--- src/rtl/bsf_pkg.sv ---
// shared types and constants of the byte stuffing framer
package bsf_pkg;

	localparam int unsigned BYTE_W      = 8;
	localparam int unsigned CFG_IDX_W   = 1;
	localparam int unsigned QUEUE_DEPTH = 2;

	localparam logic [BYTE_W-1:0] RESET_FLAG   = 8'h7E;
	localparam logic [BYTE_W-1:0] RESET_ESCAPE = 8'b0111_1101;

	// configuration register indexes
	localparam logic [CFG_IDX_W-1:0] REG_FLAG   = 1'b0;
	localparam logic [CFG_IDX_W-1:0] REG_ESCAPE = 1'b1;

	// emission steps of one item, in output order
	localparam int unsigned STEP_CLOSE = 0;
	localparam int unsigned STEP_OPEN  = 1;
	localparam int unsigned STEP_TESC  = 2;
	localparam int unsigned STEP_TYPE  = 3;
	localparam int unsigned STEP_DESC  = 4;
	localparam int unsigned STEP_DATA  = 5;
	localparam int unsigned NUM_STEPS  = 6;

	typedef logic [NUM_STEPS-1:0] step_mask_t;

	typedef struct packed {
		logic [BYTE_W-1:0] data_byte;
		logic [BYTE_W-1:0] msg_type;
		step_mask_t        steps;
	} item_t;

	typedef struct packed {
		logic [BYTE_W-1:0] flag_byte;
		logic [BYTE_W-1:0] escape_byte;
	} cfg_t;

endpackage

--- src/rtl/bsf_front.sv ---
// front end: takes items, tracks the open frame and plans the bytes of each item
module bsf_front import bsf_pkg::*; (
	input  logic              clk,
	input  logic              arst_n,
	input  logic              accept,
	input  logic [BYTE_W-1:0] data_byte,
	input  logic [BYTE_W-1:0] msg_type,
	input  cfg_t              cfg,
	output item_t             item
);

	logic              frame_open_q;
	logic [BYTE_W-1:0] open_type_q;
	logic              close_frame;
	logic              open_frame;
	logic              type_special;
	logic              data_special;

	always_comb begin
		close_frame  = frame_open_q && (open_type_q != msg_type);
		open_frame   = !frame_open_q || close_frame;
		type_special = (msg_type == cfg.flag_byte) || (msg_type == cfg.escape_byte);
		data_special = (data_byte == cfg.flag_byte) || (data_byte == cfg.escape_byte);

		item.data_byte              = data_byte;
		item.msg_type               = msg_type;
		item.steps                  = '0;
		item.steps[STEP_CLOSE]      = close_frame;
		item.steps[STEP_OPEN]       = open_frame;
		item.steps[STEP_TESC]       = open_frame && type_special;
		item.steps[STEP_TYPE]       = open_frame;
		item.steps[STEP_DESC]       = data_special;
		item.steps[STEP_DATA]       = 1'b1;
	end

	always_ff @(posedge clk or negedge arst_n) begin
		if (!arst_n) begin
			frame_open_q <= 1'b0;
			open_type_q  <= '0;
		end else if (accept) begin
			frame_open_q <= 1'b1;
			open_type_q  <= msg_type;
		end
	end

endmodule

--- src/rtl/bsf_queue.sv ---
// short queue of planned items between front and back end
module bsf_queue import bsf_pkg::*; #(
	parameter int unsigned DEPTH = QUEUE_DEPTH
) (
	input  logic  clk,
	input  logic  arst_n,
	input  logic  push,
	input  item_t push_item,
	input  logic  pop,
	output item_t head,
	output logic  empty,
	output logic  full
);

	localparam int unsigned PTR_W = (DEPTH > 1) ? $clog2(DEPTH) : 1;
	localparam int unsigned CNT_W = $clog2(DEPTH + 1);
	localparam logic [PTR_W-1:0] LAST_PTR = PTR_W'(DEPTH - 1);
	localparam logic [CNT_W-1:0] FULL_CNT = CNT_W'(DEPTH);

	item_t             mem_q [DEPTH];
	logic [PTR_W-1:0]  wr_ptr_q;
	logic [PTR_W-1:0]  rd_ptr_q;
	logic [CNT_W-1:0]  count_q;

	assign empty = (count_q == '0);
	assign full  = (count_q == FULL_CNT);
	assign head  = mem_q[rd_ptr_q];

	always_ff @(posedge clk) begin
		if (push) begin
			mem_q[wr_ptr_q] <= push_item;
		end
	end

	always_ff @(posedge clk or negedge arst_n) begin
		if (!arst_n) begin
			wr_ptr_q <= '0;
			rd_ptr_q <= '0;
			count_q  <= '0;
		end else begin
			if (push) begin
				wr_ptr_q <= (wr_ptr_q == LAST_PTR) ? '0 : wr_ptr_q + 1'b1;
			end
			if (pop) begin
				rd_ptr_q <= (rd_ptr_q == LAST_PTR) ? '0 : rd_ptr_q + 1'b1;
			end
			if (push && !pop) begin
				count_q <= count_q + 1'b1;
			end else if (pop && !push) begin
				count_q <= count_q - 1'b1;
			end
		end
	end

endmodule

--- src/rtl/bsf_back.sv ---
// back end: walks the planned steps of the head item, one output byte a cycle unless stalled
module bsf_back import bsf_pkg::*; (
	input  logic              clk,
	input  logic              arst_n,
	input  item_t             head,
	input  logic              empty,
	input  cfg_t              cfg,
	output logic              pop,
	input  logic              result_stall,
	output logic              result_valid,
	output logic [BYTE_W-1:0] out_byte,
	output logic              run_last
);

	step_mask_t        done_q;
	step_mask_t        pending;
	step_mask_t        low;
	logic              last;
	logic              advance;
	logic [BYTE_W-1:0] next_byte;
	logic              out_valid_q;
	logic [BYTE_W-1:0] out_byte_q;
	logic              run_last_q;

	always_comb begin
		pending = head.steps & ~done_q;
		// lowest step still to send
		low     = pending & (~pending + 1'b1);
		last    = ((pending & ~low) == '0);
		advance = !empty && (!out_valid_q || !result_stall);
		pop     = advance && last;

		if (low[STEP_CLOSE] || low[STEP_OPEN]) begin
			next_byte = cfg.flag_byte;
		end else if (low[STEP_TESC] || low[STEP_DESC]) begin
			next_byte = cfg.escape_byte;
		end else if (low[STEP_TYPE]) begin
			next_byte = head.msg_type;
		end else begin
			next_byte = head.data_byte;
		end
	end

	always_ff @(posedge clk or negedge arst_n) begin
		if (!arst_n) begin
			done_q      <= '0;
			out_valid_q <= 1'b0;
		end else begin
			if (advance) begin
				done_q      <= last ? '0 : (done_q | low);
				out_valid_q <= 1'b1;
			end else if (!result_stall) begin
				out_valid_q <= 1'b0;
			end
		end
	end

	always_ff @(posedge clk) begin
		if (advance) begin
			out_byte_q <= next_byte;
			run_last_q <= last;
		end
	end

	assign result_valid = out_valid_q;
	assign out_byte     = out_byte_q;
	assign run_last     = run_last_q;

endmodule

--- src/rtl/byte_stuffing_framer.sv ---
// Byte stuffing framer top level
//
// Items arrive on the item channel (item_valid/item_stall) with data_byte and
// msg_type. Framed bytes leave on the result channel (result_valid/
// result_stall) as out_byte, one per cycle unless stalled, with run_last set
// on the final byte of each item, which is always its payload byte.
// A frame starts with the flag byte and the type byte; a change of msg_type
// closes the open frame with a flag first. The type byte and any payload byte
// equal to the flag or escape value are preceded by the escape byte.
// The first byte of an item passes through the queue and then the output
// register on its way to the result port. Each item produces 1 to 6 bytes;
// output runs at one byte per cycle while result_stall is low and items wait.
// An item that stays in the open frame with a plain byte sends only that byte.
// The front end takes a new item while earlier ones are still being sent, until
// the two-entry queue between front and back end is full.
// Reset clears the frame state, empties the queue and drops result_valid; the
// flag and escape registers return to 0x7E and 0x7D.
// While result_stall is high a valid byte holds and the back end waits;
// the front end keeps taking items until the queue fills, then raises
// item_stall.
module byte_stuffing_framer import bsf_pkg::*; #(
	parameter int unsigned QDEPTH = QUEUE_DEPTH
) (
	input  logic                 clk,
	input  logic                 arst_n,
	input  logic                 cfg_we,
	input  logic [CFG_IDX_W-1:0] cfg_index,
	input  logic [BYTE_W-1:0]    cfg_data,
	input  logic                 item_valid,
	output logic                 item_stall,
	input  logic [BYTE_W-1:0]    data_byte,
	input  logic [BYTE_W-1:0]    msg_type,
	output logic                 result_valid,
	input  logic                 result_stall,
	output logic [BYTE_W-1:0]    out_byte,
	output logic                 run_last
);

	cfg_t  cfg_q;
	item_t planned;
	item_t head;
	logic  accept;
	logic  pop;
	logic  empty;
	logic  full;

	always_ff @(posedge clk or negedge arst_n) begin
		if (!arst_n) begin
			cfg_q.flag_byte   <= RESET_FLAG;
			cfg_q.escape_byte <= RESET_ESCAPE;
		end else if (cfg_we) begin
			case (cfg_index)
				REG_FLAG:   cfg_q.flag_byte   <= cfg_data;
				REG_ESCAPE: cfg_q.escape_byte <= cfg_data;
				default:    cfg_q             <= cfg_q;
			endcase
		end
	end

	assign item_stall = full;
	assign accept     = item_valid && !full;

	bsf_front u_front (
		.clk       (clk),
		.arst_n    (arst_n),
		.accept    (accept),
		.data_byte (data_byte),
		.msg_type  (msg_type),
		.cfg       (cfg_q),
		.item      (planned)
	);

	bsf_queue #(
		.DEPTH (QDEPTH)
	) u_queue (
		.clk       (clk),
		.arst_n    (arst_n),
		.push      (accept),
		.push_item (planned),
		.pop       (pop),
		.head      (head),
		.empty     (empty),
		.full      (full)
	);

	bsf_back u_back (
		.clk          (clk),
		.arst_n       (arst_n),
		.head         (head),
		.empty        (empty),
		.cfg          (cfg_q),
		.pop          (pop),
		.result_stall (result_stall),
		.result_valid (result_valid),
		.out_byte     (out_byte),
		.run_last     (run_last)
	);

endmodule

--- config.mk ---
export PLATFORM = sky130hd
export DESIGN_NAME = byte_stuffing_framer
export DESIGN_NICKNAME = d
export VERILOG_FILES = /design/src/rtl/bsf_pkg.sv /design/src/rtl/bsf_front.sv /design/src/rtl/bsf_queue.sv /design/src/rtl/bsf_back.sv /design/src/rtl/byte_stuffing_framer.sv
export SDC_FILE = /design/constraint.sdc
export NUM_CORES = 1
export LEC_CHECK = 0
export BUFFER_PORTS_ARGS = -buffer_cell sky130_fd_sc_hd__buf_2
export CORE_ASPECT_RATIO = 1.75
export CORE_MARGIN = 2
export CORE_UTILIZATION = 35
export DETAILED_ROUTE_END_ITERATION = 10
export GPL_TIMING_DRIVEN = 0
export MAX_ROUTING_LAYER = met4
export PLACE_DENSITY = 0.55
export SYNTH_ARGS = -nofsm -noshare
export SYNTH_HDL_FRONTEND = slang
export SYNTH_SLANG_ARGS = --single-unit
--- constraint.sdc ---
create_clock -name clk -period 2 [get_ports clk]
set_input_delay 0.4 -clock clk [delete_from_list [all_inputs] [get_ports clk]]
set_output_delay 0.4 -clock clk [all_outputs]
set_load 0.01 [all_outputs]
### Word level (Yosys, flattened, before mapping)

Memory sizes are Yosys's and may differ from the RTL's.
Index checks and enable logic that the tools add are counted.

| storage, ports and cells | value |
|---|---|
| output and inout bits | 11 |
| RAM bits | 42 |
| memories kept | 1 |
| input bits | 30 |
| register bits after elaboration | 45 |

| operators by class | value |
|---|---|
| equal/unequal tests | 7 |
| bitwise logic cells | 8 |
| add/subtract/negate cells | 5 |
| multiplexer cells | 12 |
| reduce and logical (&&, ||, !) cells | 25 |

Memory list:

| name | words | width | rd ports | clocked after Yosys merged registers in | wr ports | RTL line | source |
|---|---|---|---|---|---|---|---|
| u_queue.mem_q | 2 | 21 | 1 | 0 | 1 | bsf_queue.sv:20 | `item_t mem_q [DEPTH];` |

Operators by type and width:

| kind | number |
|---|---|
| $eq 8x8->1 | 4 |
| $mux 8 | 3 |
| $and 6x6->6 | 3 |
| $not 6->6 | 3 |
| $ne 8x8->1 | 1 |
| $logic_and 1x1->1 | 7 |
| $logic_not 1->1 | 7 |
| $add 6x1->6 const B | 1 |
| $logic_not 6->1 | 1 |
| $logic_or 1x1->1 | 6 |
| $mux 1 | 6 |
| $mux 6 | 1 |
| $or 6x6->6 | 1 |
| $mux 2 | 2 |
| $reduce_and 2->1 | 2 |
| $add 1x1->1 const B | 2 |
| $add 2x1->2 const B | 1 |
| $eq 2x2->1 const B | 1 |
| $logic_not 2->1 | 1 |
| $ne 2x1->1 const B | 1 |
| $reduce_bool 2->1 | 1 |
| $sub 2x1->2 const B | 1 |
| $not 1->1 | 1 |

### Longest topological paths before layout

Gate-level depths: netlist (run 1).

| logic depth | value |
|---|---|
| depth in word-level cells | 12 |
| depth in mapped cells | 9 |
| gate-level depth less buffers | 8 |

### Cells and area by module

Synthesis (run 1) repeated with hierarchy kept, for this count alone.

| second synthesis, totals | value |
|---|---|
| cell total of the unflattened synthesis | 314 |
| area total of the unflattened synthesis | 4352.9 um2 |

By module, submodules not included:

| module | times used | cells an instance | area each (um2) |
|---|---|---|---|
| bsf_queue | 1 | 84 | 1778.0 |
| bsf_back | 1 | 97 | 962.2 |
| bsf_front | 1 | 97 | 949.7 |
| byte_stuffing_framer | 1 | 36 | 663.1 |

### Worst setup path before layout (run 1)

Ideal clock, no wire load.

| timing path | value |
|---|---|
| path type | register to register |
| start point | register u_queue.rd_ptr_q |
| end point | register u_queue.count_q[1] |
| path slack | -0.137 ns |
| arrival time | 2.058 ns |
| setup time | 0.079 ns |
| clock period less this slack | 2.137 ns |
| cell stages (with the launch flop) | 10 |
| path through | dfrtp_1 -> buf_6 -> mux2i_4 -> a21oi_2 -> a2111oi_4 -> o221ai_4 -> ha_1 -> xor2_1 -> nor2_1 -> xor2_1 |

| on the way | value |
|---|---|
| longest elaborated chain between the ends | 12 |
| elaborated cells between the ends (all ways) | 14 |
| classes of those cells | add/sub (1); mux (1); bitwise (5); reduce/logical (6); memory (1) |

Ends and longest elaborated chain:

| item | RTL line | source |
|---|---|---|
| start: declaration | bsf_queue.sv:22 | `logic [PTR_W-1:0] rd_ptr_q;` |
| start signal: assignment | bsf_queue.sv:45 | `rd_ptr_q <= (rd_ptr_q == LAST_PTR) ? '0 : rd_ptr_q + 1'b1;` |
| $mem_v2 2x21 (*) | - |  |
| $and 6x6->6 (*) | bsf_back.sv:26 | `pending = head.steps & ~done_q;` |
| $not 6->6 | bsf_back.sv:28 | `low = pending & (~pending + 1'b1);` |
| $add 6x1->6 | bsf_back.sv:28 |  |
| $and 6x6->6 | bsf_back.sv:28 |  |
| $not 6->6 | bsf_back.sv:29 | `last = ((pending & ~low) == '0);` |
| $and 6x6->6 (*) | bsf_back.sv:29 |  |
| $logic_not 6->1 (*) | bsf_back.sv:29 |  |
| $logic_and 1x1->1 (*) | bsf_back.sv:31 | `pop = advance && last;` |
| $logic_not 1->1 | bsf_queue.sv:47 | `if (push && !pop) begin` |
| $logic_and 1x1->1 | bsf_queue.sv:47 |  |
| $mux 2 or $reduce_bool 2->1 (tied branches) | - |  |
| end signal: assignment | bsf_queue.sv:48 | `count_q <= count_q + 1'b1;` |
| end signal: assignment | bsf_queue.sv:50 | `count_q <= count_q - 1'b1;` |
| end: declaration | bsf_queue.sv:23 | `logic [CNT_W-1:0] count_q;` |

Every way passes the cells marked *; elsewhere a longest branch is shown, timed or not.
A chain may end at the register's enable or synchronous reset.

### Worst setup path after layout (run 1)

Same ends and word-level chain as after synthesis.

==> reports/qor.csv, run 1 <==
metric,value,unit
status,"complete, but fails checks",
violations,negative setup slack,
track_usage,0.155,
cts_tree,done,
fin_worst_skew,0.00782,ns
antenna_found_initial,0,
path_clk_slew,0.06,ns
power.ir.vdd_worst,0.855,mV
synthArstFlopShare,0.424,
synth_area_leader_cell,edfxtp_1,
syn_area,0.00397,mm^2
hp-class,input port to async pin,
first_global_vias,2568,
hold_viol,0,
fin_util,0.433,
synth_cell_types,43,
cp_cell_sequence,buf_6 > mux2i_4 > a21oi_2 > a2111oi_4 > o221ai_4 > ha_4 > xor2_1 > nor2_1 > xor2_1,
max_stage_delay,0.49,ns
synth_top_area_frac,0.370,
area_growth_syn_to_layout,21.1,%
avgViaCountPerCell,5.12,
cp.required,2.26,ns
synth_edf_count,49,
crit_top_cell,xor2_1,
reg2reg_from,u_queue.rd_ptr_q$_DFFE_PN0P_,
design.core.area,0.0111,mm^2
numClockSinks,85,
slew_headroom,0.334,
gp_congestion,0.799,
firstDrtPassIters,4,
die_height,145,um
p_per_area,1480,mW/mm^2
remaining_drc_errors,0,
wirelength,8810,um
dpl.hpwl,6290,um
crit_type,flip-flop to flip-flop,
leakagePower,1.80,nW
startpoint_type,flip-flop,
ios,41,
cp_data_arrival_time,2.55,ns
rr_endpoint,u_queue.count_q[1]$_DFFE_PN0P_,
cp-end-kind,flip-flop,
p_total,7.11,mW
grt_overflow,0,
setup_violations,16,
num_vias,2394,
rows,51,
syn_nets,304,
yosysMostFrequentCell,edfxtp_1,
numPortBuffers,40,
seq_area,0.00239,mm^2
multi_input_area,0.00163,mm^2
final_nets,362,
synthTopCellsByArea,"edfxtp_1, dfrtp_1, dfstp_2",
critPathSlowestCell,a2111oi_4,
r2r_cells,9,
drv_slew,0,
ys_warn_count,0,
fin_crit,2.29,ns
synth_seq_cells,85,
wl_per_cell,18.8,um
clockBufferDepth,2,
fin_crit_sh,1.14,
drive_gt1_frac,0.363,
yosysSeqAreaShare,0.601,
tightest_slew,0.999,ns
die_x,84.5,um
antenna_cells,0,
ant_nets,0,
grt_pass1_wl,13800,um
fillers,1069,
maxCapViolations,0,
numCtsBuffers,9,
syn_area_per_cell,14.6,um^2
drt_iter0_markers,108,
critPathMaxFanout,6,
htreeDepth,3,
start_util,0.358,
clk_latency,0.34,ns
hold_buffers,0,
cts.root.buffer_cell,clkbuf_16,
syn_inst,273,
synth_ff_type,edfxtp_1,
grt_max_degree,37,
rsz0062_at_grt,yes,
fmax,0.438,GHz
regToRegSetupSlack,-0.29,ns
synth_common_cells,"edfxtp_1, nand2_1, xnor2_1",
setup_slack,-0.286,ns
dieArea,0.0123,mm^2
hold_ws,0.174,ns
-- flip-flops by register name, summed over array words and instances, names as in the netlist --
name	flops
u_queue.wr_ptr_q	1
u_back.run_last	1
u_front.frame_open_q	1
u_queue.count_q	2
u_queue.rd_ptr_q	1
u_back.done_q	6
u_front.open_type_q	8
cfg_q	16
u_back.out_byte	8
u_queue.mem_q	40
u_back.result_valid	1
-- final cells by class --
type                            count  area share
Sequential cell                    85       0.496
Multi-Input combinational cell    180       0.340
Timing Repair Buffer               46      0.0551
Clock buffer                       12      0.0512
Tap cell                          132      0.0343
Buffer                              5      0.0104
Clock inverter                      4      0.0101
Inverter                            4     0.00312
-- kinds of logic (layout without fill, tap and decap cells) --
| group | Yosys count | in the layout | share of synthesized area |
|---|---|---|---|
| AO/OA/AOI/OAI | 28 | 28 | 0.0706 |
| XOR/XNOR | 45 | 45 | 0.0992 |
| adder cells (fa/ha/maj) | 1 | 1 | 0.00315 |
| buffers and inverters | 9 | 71 | 0.0132 |
| flip-flops | 85 | 85 | 0.601 |
| multiplexers | 28 | 28 | 0.111 |
| AND/OR/NAND/NOR | 77 | 78 | 0.102 |
-- worst max-delay path: cells and delay by family, from the launching register on --
kind | cells | cell delay [ns]
AOI/OAI and AO/OA | 3 | 0.80
xor gates and xnor gates | 2 | 0.28
adders and majority gates | 1 | 0.22
buffers and inverters | 1 | 0.16
DFF | 1 | 0.34
muxes | 1 | 0.28
and+or+nand+nor | 1 | 0.11
-- cells in the final DEF, fill, tap and decap left out, types with 2 or more instances in the layout --
| cell type | count |
|---|---|
| a2111oi_4 | 2 |
| a21oi_1 | 3 |
| a21oi_2 | 2 |
| a221o_1 | 8 |
| and2b_1 | 6 |
| and3_1 | 3 |
| buf_12 | 2 |
| buf_2 | 40 |
| buf_4 | 3 |
| buf_6 | 4 |
| clkbuf_1 | 4 |
| clkbuf_16 | 9 |
| clkinv_2 | 2 |
| dfrtp_1 | 24 |
| dfstp_2 | 12 |
| edfxtp_1 | 49 |
| inv_1 | 3 |
| mux2_2 | 16 |
| mux2i_4 | 3 |
| mux4_2 | 8 |
| nand2_1 | 29 |
| nand2b_1 | 4 |
| nand4_1 | 6 |
| nor2_1 | 4 |
| nor2_2 | 3 |
| nor2_4 | 4 |
| nor2b_1 | 4 |
| nor3_1 | 2 |
| nor4_1 | 5 |
| o21a_1 | 5 |
| or2_1 | 2 |
| xnor2_1 | 27 |
| xor2_1 | 18 |
-- how the worst max path moves through the flow --
stage | startpoint | to | slack (ns) | depth (start not counted)
after floorplan | u_queue.rd_ptr_q$_DFFE_PN0P_ | u_queue.count_q[1]$_DFFE_PN0P_ | -0.10 | 9
after global placement | u_queue.rd_ptr_q$_DFFE_PN0P_ | u_back.out_byte[6]$_DFFE_PP_ | -0.54 | 6
after detailed placement | u_queue.rd_ptr_q$_DFFE_PN0P_ | u_back.out_byte[6]$_DFFE_PP_ | -0.54 | 6
after CTS | u_queue.rd_ptr_q$_DFFE_PN0P_ | u_queue.count_q[1]$_DFFE_PN0P_ | -0.32 | 9
after global routing | u_queue.rd_ptr_q$_DFFE_PN0P_ | u_queue.count_q[1]$_DFFE_PN0P_ | -0.42 | 9
final | u_queue.rd_ptr_q$_DFFE_PN0P_ | u_queue.count_q[1]$_DFFE_PN0P_ | -0.29 | 9
-- stage by stage --
| stage | worst slack [ns] | std cells | setup TNS [ns] | instance area (um^2) |
|---|---|---|---|---|
| 2_1_floorplan | -0.101 | 273 | -0.197 | 3980 |
| 3_3_place_gp | -0.543 | 445 | -9.31 | 4350 |
| 3_5_place_dp | -0.538 | 445 | -9.52 | 4350 |
| 4_1_cts | -0.322 | 465 | -2.23 | 4720 |
| 5_1_grt | -0.423 | 468 | -3.24 | 4810 |
| 6_report | -0.286 | 468 | -1.79 | 4810 |
-- timing repair --
item                                    4_1_cts  5_1_grt
hold endpoints to repair                      0        0
endpoints found under the setup margin       31       37
setup buffers                                 4        2
gates cloned                                  0        1
pin swaps                                     4        2
resized for setup                             9       13
-- routing by layer --
layer  vias to the layer above  GRT usage  wire length, um
li1                       1121          -                -
met1                      1204      0.163             3310
met2                        51      0.260             4820
met3                        18     0.0307              251
met4                         0     0.0976              429
met5                         -          -                0
-- report_power, final --
group,total [mW],switching (mW),internal [mW]
clock network,1.65,0.654,1.00
logic,2.60,1.34,1.27
registers,2.85,0.356,2.49
total,7.11,2.35,4.76
No activity file was read; power rests on OpenSTA's default activity.
==> inputs of run 2 (changes only) <==
--- a/config.mk
+++ b/config.mk
@@ -12,7 +12,8 @@
 export DETAILED_ROUTE_END_ITERATION = 10
 export GPL_TIMING_DRIVEN = 0
 export MAX_ROUTING_LAYER = met4
-export PLACE_DENSITY = 0.55
+export PLACE_DENSITY = 0.53
 export SYNTH_ARGS = -nofsm -noshare
 export SYNTH_HDL_FRONTEND = slang
 export SYNTH_SLANG_ARGS = --single-unit
+export TNS_END_PERCENT = 100
==> constraint.sdc (replaced) <==
create_clock -name clk -period 2.5 [get_ports clk]
set_input_delay 0.5 -clock clk [delete_from_list [all_inputs] [get_ports clk]]
set_output_delay 0.5 -clock clk [all_outputs]
set_load 0.01 [all_outputs]
==> run 2 against run 1 <==
  * The run now ends clean
  * Largest power group unchanged
  * Core utilization shrank 0.83 points
  * Critical endpoint unchanged
  * Largest cell class unchanged
  * Critical path type unchanged
  * Highest routed layer unchanged
  * Cell count shrank 1.1%
  * Clock-buffer cell count grew 1
  * Global-route usage shrank 0.18 points
==> reports/qor.csv, run 2 (synthesized netlist as in run 1, its figures left out) <==
metric,value,unit,change
cp-end-kind,flip-flop,,
clk_latency,0.33,ns,about the same
place_area,0.00437,mm^2,+0.43%
ant_nets,0,,unchanged
antenna_cells,0,,unchanged
crit_type,flip-flop to flip-flop,,
first_global_vias,2488,,-3.1%
start_util,0.358,,unchanged
tightest_slew,1.03,ns,+0.0267 ns
gp_congestion,0.795,,-0.50%
maxCapViolations,0,,unchanged
design.core.area,0.0111,mm^2,unchanged
critPathSlowestCell,nor4_2,,
path_buf_inv,1,,unchanged
final_cell_mix,"edfxtp_1, buf_2, nand2_1",,
setup_violations,0,,-16
layout_commonest_cell,edfxtp_1,,
num_vias,2353,,-1.7%
dieArea,0.0123,mm^2,unchanged
hold_buffers,0,,unchanged
wl_per_cell,18.1,um,-3.8%
cp_cell_sequence,buf_6 > mux2i_4 > nor2_2 > nor4_2 > o221ai_4 > ha_1 > xor2_1 > nor2_1 > xor2_1,,
remaining_drc_errors,0,,unchanged
largestRegisters,"u_queue.mem_q: 40 flops, cfg_q: 16 flops",,
drt_iter0_markers,114,,+5.6%
startpoint_type,flip-flop,,
htreeDepth,3,,unchanged
stdcell_area,0.00472,mm^2,-1.9%
antenna_found_initial,0,,unchanged
numPortBuffers,40,,unchanged
fin_worst_skew,0.00650,ns,-0.00132 ns
largest_reg_flops,40,,unchanged
area_growth_syn_to_layout,18.8,%,
grt_overflow,0,,unchanged
final_nets,357,,-1.4%
avgViaCountPerCell,5.08,,-0.65%
grt_pass1_wl,13700,um,-0.50%
fin_crit,2.37,ns,+0.0818 ns
largest-register,u_queue.mem_q,,
ios,41,,unchanged
numCtsBuffers,9,,unchanged
crit_top_cell,xor2_1,,
cp.required,2.76,ns,+0.50 ns
slew_headroom,0.316,,-0.0178
die_x,84.5,um,unchanged
leakagePower,1.78,nW,-1.0%
cts.root.buffer_cell,clkbuf_16,,
status,"complete, no violations",,
fmax,0.422,GHz,-3.5%
die_height,145,um,unchanged
numClockSinks,85,,unchanged
critPathMaxFanout,7,,+1
dpl.hpwl,6150,um,-2.1%
drv_slew,0,,unchanged
power.ir.vdd_worst,0.473,mV,-45%
drive_gt1_frac,0.329,,-0.0338
firstDrtPassIters,4,,unchanged
path_clk_slew,0.06,ns,about the same
hp-class,input port to async pin,,
p_total,5.61,mW,-21%
grt_max_degree,37,,unchanged
wirelength,8380,um,-4.8%
hold_viol,0,,unchanged
clockBufferDepth,2,,unchanged
setup_tns,0,ns,+1.79 ns
rows,51,,unchanged
cp_data_arrival_time,2.63,ns,+0.08 ns
fin_crit_sh,0.947,,-0.196
max_stage_delay,0.49,ns,about the same
cp_top_family,simple AND/OR/NAND/NOR gates,,
cts_tree,done,,
hold_ws,0.269,ns,+0.0958 ns
rsz0062_at_grt,no,,
p_per_area,1190,mW/mm^2,-19%
track_usage,0.153,,-0.00177
run 2: layout make-up:
class / count / area, um^2
Multi-Input combinational cell: 179 / 1540
Fill cell: 1057 / 6380
Clock inverter: 3 / 65.1
Clock buffer: 13 / 272
Timing Repair Buffer: 42 / 235
Sequential cell: 85 / 2390
Inverter: 4 / 15.0
Tap cell: 132 / 165
Buffer: 5 / 37.5
run 2: worst register-to-register path, delay by kind of cell (launching register included):
kind,cells,cell delay (ns)
compound gates,1,0.26
buf+inv,1,0.16
fa+ha+maj,1,0.27
simple gates,3,0.71
flops,1,0.34
xor+xnor,2,0.28
mux,1,0.27
run 2: final timing paths:
check	start	end	slack [ns]	depth (start not counted)
worst max-delay path	u_queue.rd_ptr_q$_DFFE_PN0P_	u_queue.count_q[1]$_DFFE_PN0P_	0.13	9
worst min-delay path	arst_n	u_front.open_type_q[4]$_DFFE_PN0P_	0.27	1
worst max register to register	u_queue.rd_ptr_q$_DFFE_PN0P_	u_queue.count_q[1]$_DFFE_PN0P_	0.13	9
worst min register to register	u_back.result_valid$_DFFE_PN0P_	u_back.result_valid$_DFFE_PN0P_	0.48	2
max in group asynchronous	arst_n	cfg_q[8]$_DFFE_PN0P_	1.69	1
min in group clk	result_stall	u_back.result_valid$_DFFE_PN0P_	0.38	3
run 2: report_power, final:
part | internal [mW] | switching (mW)
Combinational | 0.898 | 0.998
Clock | 0.962 | 0.509
Sequential | 1.99 | 0.253
Total | 3.85 | 1.76
run 2: routing by layer:
layer | track usage | share of wire
met1 | 0.167 | 0.38
met4 | 0.0849 | 0.045
met3 | 0.0279 | 0.028
met5 | - | 0
met2 | 0.259 | 0.54
run 2: stage by stage:
stage	utilization	cells	worst slack, ns
finish	0.425	463	0.133
global route	0.425	463	0.00302
CTS	0.424	462	0.0507
detailed placement	0.393	446	-0.0423
global placement	0.391	445	-0.311
floorplan	-	273	0.363
run 2: timing repair:
| item | in CTS | in global routing |
|---|---|---|
| endpoints found under the setup margin | 8 | 3 |
| resized for setup | 1 | 1 |
| setup buffers | 0 | 1 |
| pin swaps | 0 | 1 |
| cloned | 0 | 0 |
==> inputs of run 3 (changes only) <==
--- a/config.mk
+++ b/config.mk
@@ -5,14 +5,13 @@
 export SDC_FILE = /design/constraint.sdc
 export NUM_CORES = 1
 export LEC_CHECK = 0
-export BUFFER_PORTS_ARGS = -buffer_cell sky130_fd_sc_hd__buf_2
 export CORE_ASPECT_RATIO = 1.75
 export CORE_MARGIN = 2
 export CORE_UTILIZATION = 35
 export DETAILED_ROUTE_END_ITERATION = 10
-export GPL_TIMING_DRIVEN = 0
+export DONT_BUFFER_PORTS = 1
 export MAX_ROUTING_LAYER = met4
-export PLACE_DENSITY = 0.53
+export PLACE_DENSITY = 0.5
 export SYNTH_ARGS = -nofsm -noshare
 export SYNTH_HDL_FRONTEND = slang
 export SYNTH_SLANG_ARGS = --single-unit
==> run 3 against run 2 <==
  * Clock-buffer cell count down 4
  * Core utilization down 1.6 points
  * Combinational power down 7%
  * First-iteration DRC count down 22%
  * Clock skew about the same
  * Clock power down 9%
  * Register-to-register slack better by 0.13 ns
  * Final area down 3.7%
  * Hold slack worse by 0.018 ns
==> reports/qor.csv, run 3 (synthesized netlist as in run 1, its figures left out) <==
metric,value,unit,change
status,"complete, no violations",,
fmax,0.447,GHz,+5.8%
maxCapViolations,0,,unchanged
final_nets,327,,-8.4%
fillers,1062,,+0.47%
p_sw,1.79,mW,+1.7%
hold_viol,0,,unchanged
die_height,145,um,unchanged
cp_data_arrival_time,2.50,ns,-0.13 ns
slew_headroom,0.491,,+0.174
largest_reg_flops,40,,unchanged
remaining_drc_errors,0,,unchanged
die_x,84.5,um,unchanged
avgViaCountPerCell,5.09,,+0.16%
drt_iter0_markers,89,,-22%
cp.required,2.76,ns,about the same
start_util,0.358,,unchanged
dpl.hpwl,6510,um,+5.8%
place_ws,0.250,ns,+0.292 ns
layout_commonest_cell,edfxtp_1,,
first_global_vias,2459,,-1.2%
pwr-share-clk,0.247,,-0.015
power_frac_comb,0.324,,-0.014
dieArea,0.0123,mm^2,unchanged
track_usage,0.164,,+0.0105
antenna_cells,0,,unchanged
gp_congestion,0.822,,+3.4%
fin_crit,2.24,ns,-0.129 ns
rows,51,,unchanged
firstDrtPassIters,4,,unchanged
ios,41,,unchanged
p_per_area,1190,mW/mm^2,+0.32%
setup_slack,0.262,ns,+0.129 ns
cp-end-kind,flip-flop,,
fin_crit_sh,0.895,,-0.0516
largestRegisters,"u_queue.mem_q: 40 flops, cfg_q: 16 flops",,
antenna_found_initial,0,,unchanged
drive_gt1_frac,0.266,,-0.0635
final_cell_mix,"edfxtp_1, nand2_1, xnor2_1",,
setup_tns,0,ns,unchanged
clk_latency,0.34,ns,about the same
path_clk_slew,0.06,ns,about the same
cts.root.buffer_cell,clkbuf_16,,
hp-class,input port to flip-flop,,
ant_nets,0,,unchanged
rsz0062_at_grt,no,,
startpoint_type,flip-flop,,
grt_max_degree,25,,-32%
num_vias,2204,,-6.3%
wl_per_cell,20.8,um,+15%
htreeDepth,3,,unchanged
tightest_slew,0.762,ns,-0.264 ns
power.ir.vdd_worst,0.474,mV,+0.21%
largest-register,u_queue.mem_q,,
design.core.area,0.0111,mm^2,unchanged
cts_tree,done,,
setup_violations,0,,unchanged
fin_worst_skew,0.00637,ns,-0.000125 ns
crit_type,flip-flop to flip-flop,,
critPathMaxFanout,6,,-1
clockBufferDepth,2,,unchanged
drv_slew,0,,unchanged
numCtsBuffers,9,,unchanged
intPower,3.63,mW,-5.7%
p_seq_frac,0.429,,+0.029
switching_share,0.330,,+0.0166
numClockSinks,85,,unchanged
wirelength,9020,um,+7.7%
grt_pass1_wl,14300,um,+4.1%
area_growth_syn_to_layout,14.4,%,
numPortBuffers,0,,-100%
grt_overflow,0,,unchanged
leakagePower,1.65,nW,-7.3%
==> run 3: cell count changes in the layout (fill, tap and decap cells not counted), moves of 2 or more <==
| cell | delta |
|---|---|
| inv_6 | +2 |
| buf_6 | -2 |
| dlygate4sd3_1 | +2 |
| buf_2 | -40 |
| clkbuf_1 | -4 |
| buf_4 | +12 |
==> run 3: cell type report <==
class	count	area, um^2	area share
Clock buffer	9	225	0.0495
Sequential cell	85	2390	0.525
Multi-Input combinational cell	179	1540	0.338
Clock inverter	7	72.6	0.0160
Inverter	4	15.0	0.00330
Tap cell	132	165	0.0363
Timing Repair Buffer	17	145	0.0319
==> run 3: path summary, 6_finish.rpt <==
kind	start	endpoint	slack, ns	depth (start not counted)
max	u_queue.rd_ptr_q$_DFFE_PN0P_	u_queue.count_q[1]$_DFFE_PN0P_	0.26	9
max reg2reg	u_queue.rd_ptr_q$_DFFE_PN0P_	u_queue.count_q[1]$_DFFE_PN0P_	0.26	9
min reg2reg	u_front.open_type_q[2]$_DFFE_PN0P_	u_front.open_type_q[2]$_DFFE_PN0P_	0.50	2
min	data_byte[2]	u_queue.mem_q[0][15]$_DFFE_PP_	0.25	0
max in group asynchronous	arst_n	cfg_q[15]$_DFFE_PN0P_	1.22	2
min in group asynchronous	arst_n	cfg_q[6]$_DFFE_PN1P_	0.71	1
==> run 3: timing repair <==
item / CTS / global route
resized for setup: 0 / 0
hold endpoints to repair: 24 / 0
buffers inserted: 0 / 0
hold buffers: 3 / 0
setup endpoints to repair: 0 / 0
==> run 3: power groups by stage <==
stage                     clock network (mW)  logic [mW]  registers, mW
final                                   1.34        1.76           2.33
after global routing                    1.43        1.94           2.37
after CTS                               1.37        1.80           2.33
after detailed placement                   0        1.77           2.36
after global placement                     0        1.76           2.35
after floorplan                            0        1.35           2.26
==> run 3: critical path, cell delays in order, from the launching register on <==
cell,delay (ns)
dfrtp_1,0.34
buf_4,0.15
mux2i_4,0.34
a21oi_2,0.11
a2111oi_4,0.45
o221ai_4,0.15
ha_1,0.22
xor2_1,0.14
nor2_1,0.11
xor2_1,0.16
==> run 3: stage by stage <==
step,util,hold WS [ns],instance area [um^2],power [mW],std cells
after floorplan,-,0.204,3970,3.61,273
after global placement,0.379,0.205,4210,4.11,414
after detailed placement,0.379,0.206,4210,4.13,414
after CTS,0.409,0.244,4550,5.50,433
after global routing,0.409,0.239,4550,5.75,433
final,0.409,0.251,4550,5.43,433
==> run 3: per-layer routing <==
| layer | vias up | wire length, um | track usage |
|---|---|---|---|
| met3 | 15 | 324 | 0.0313 |
| met2 | 43 | 5020 | 0.285 |
| met4 | 0 | 235 | 0.0786 |
| met5 | - | 0 | - |
| li1 | 1049 | - | - |
| met1 | 1097 | 3440 | 0.175 |
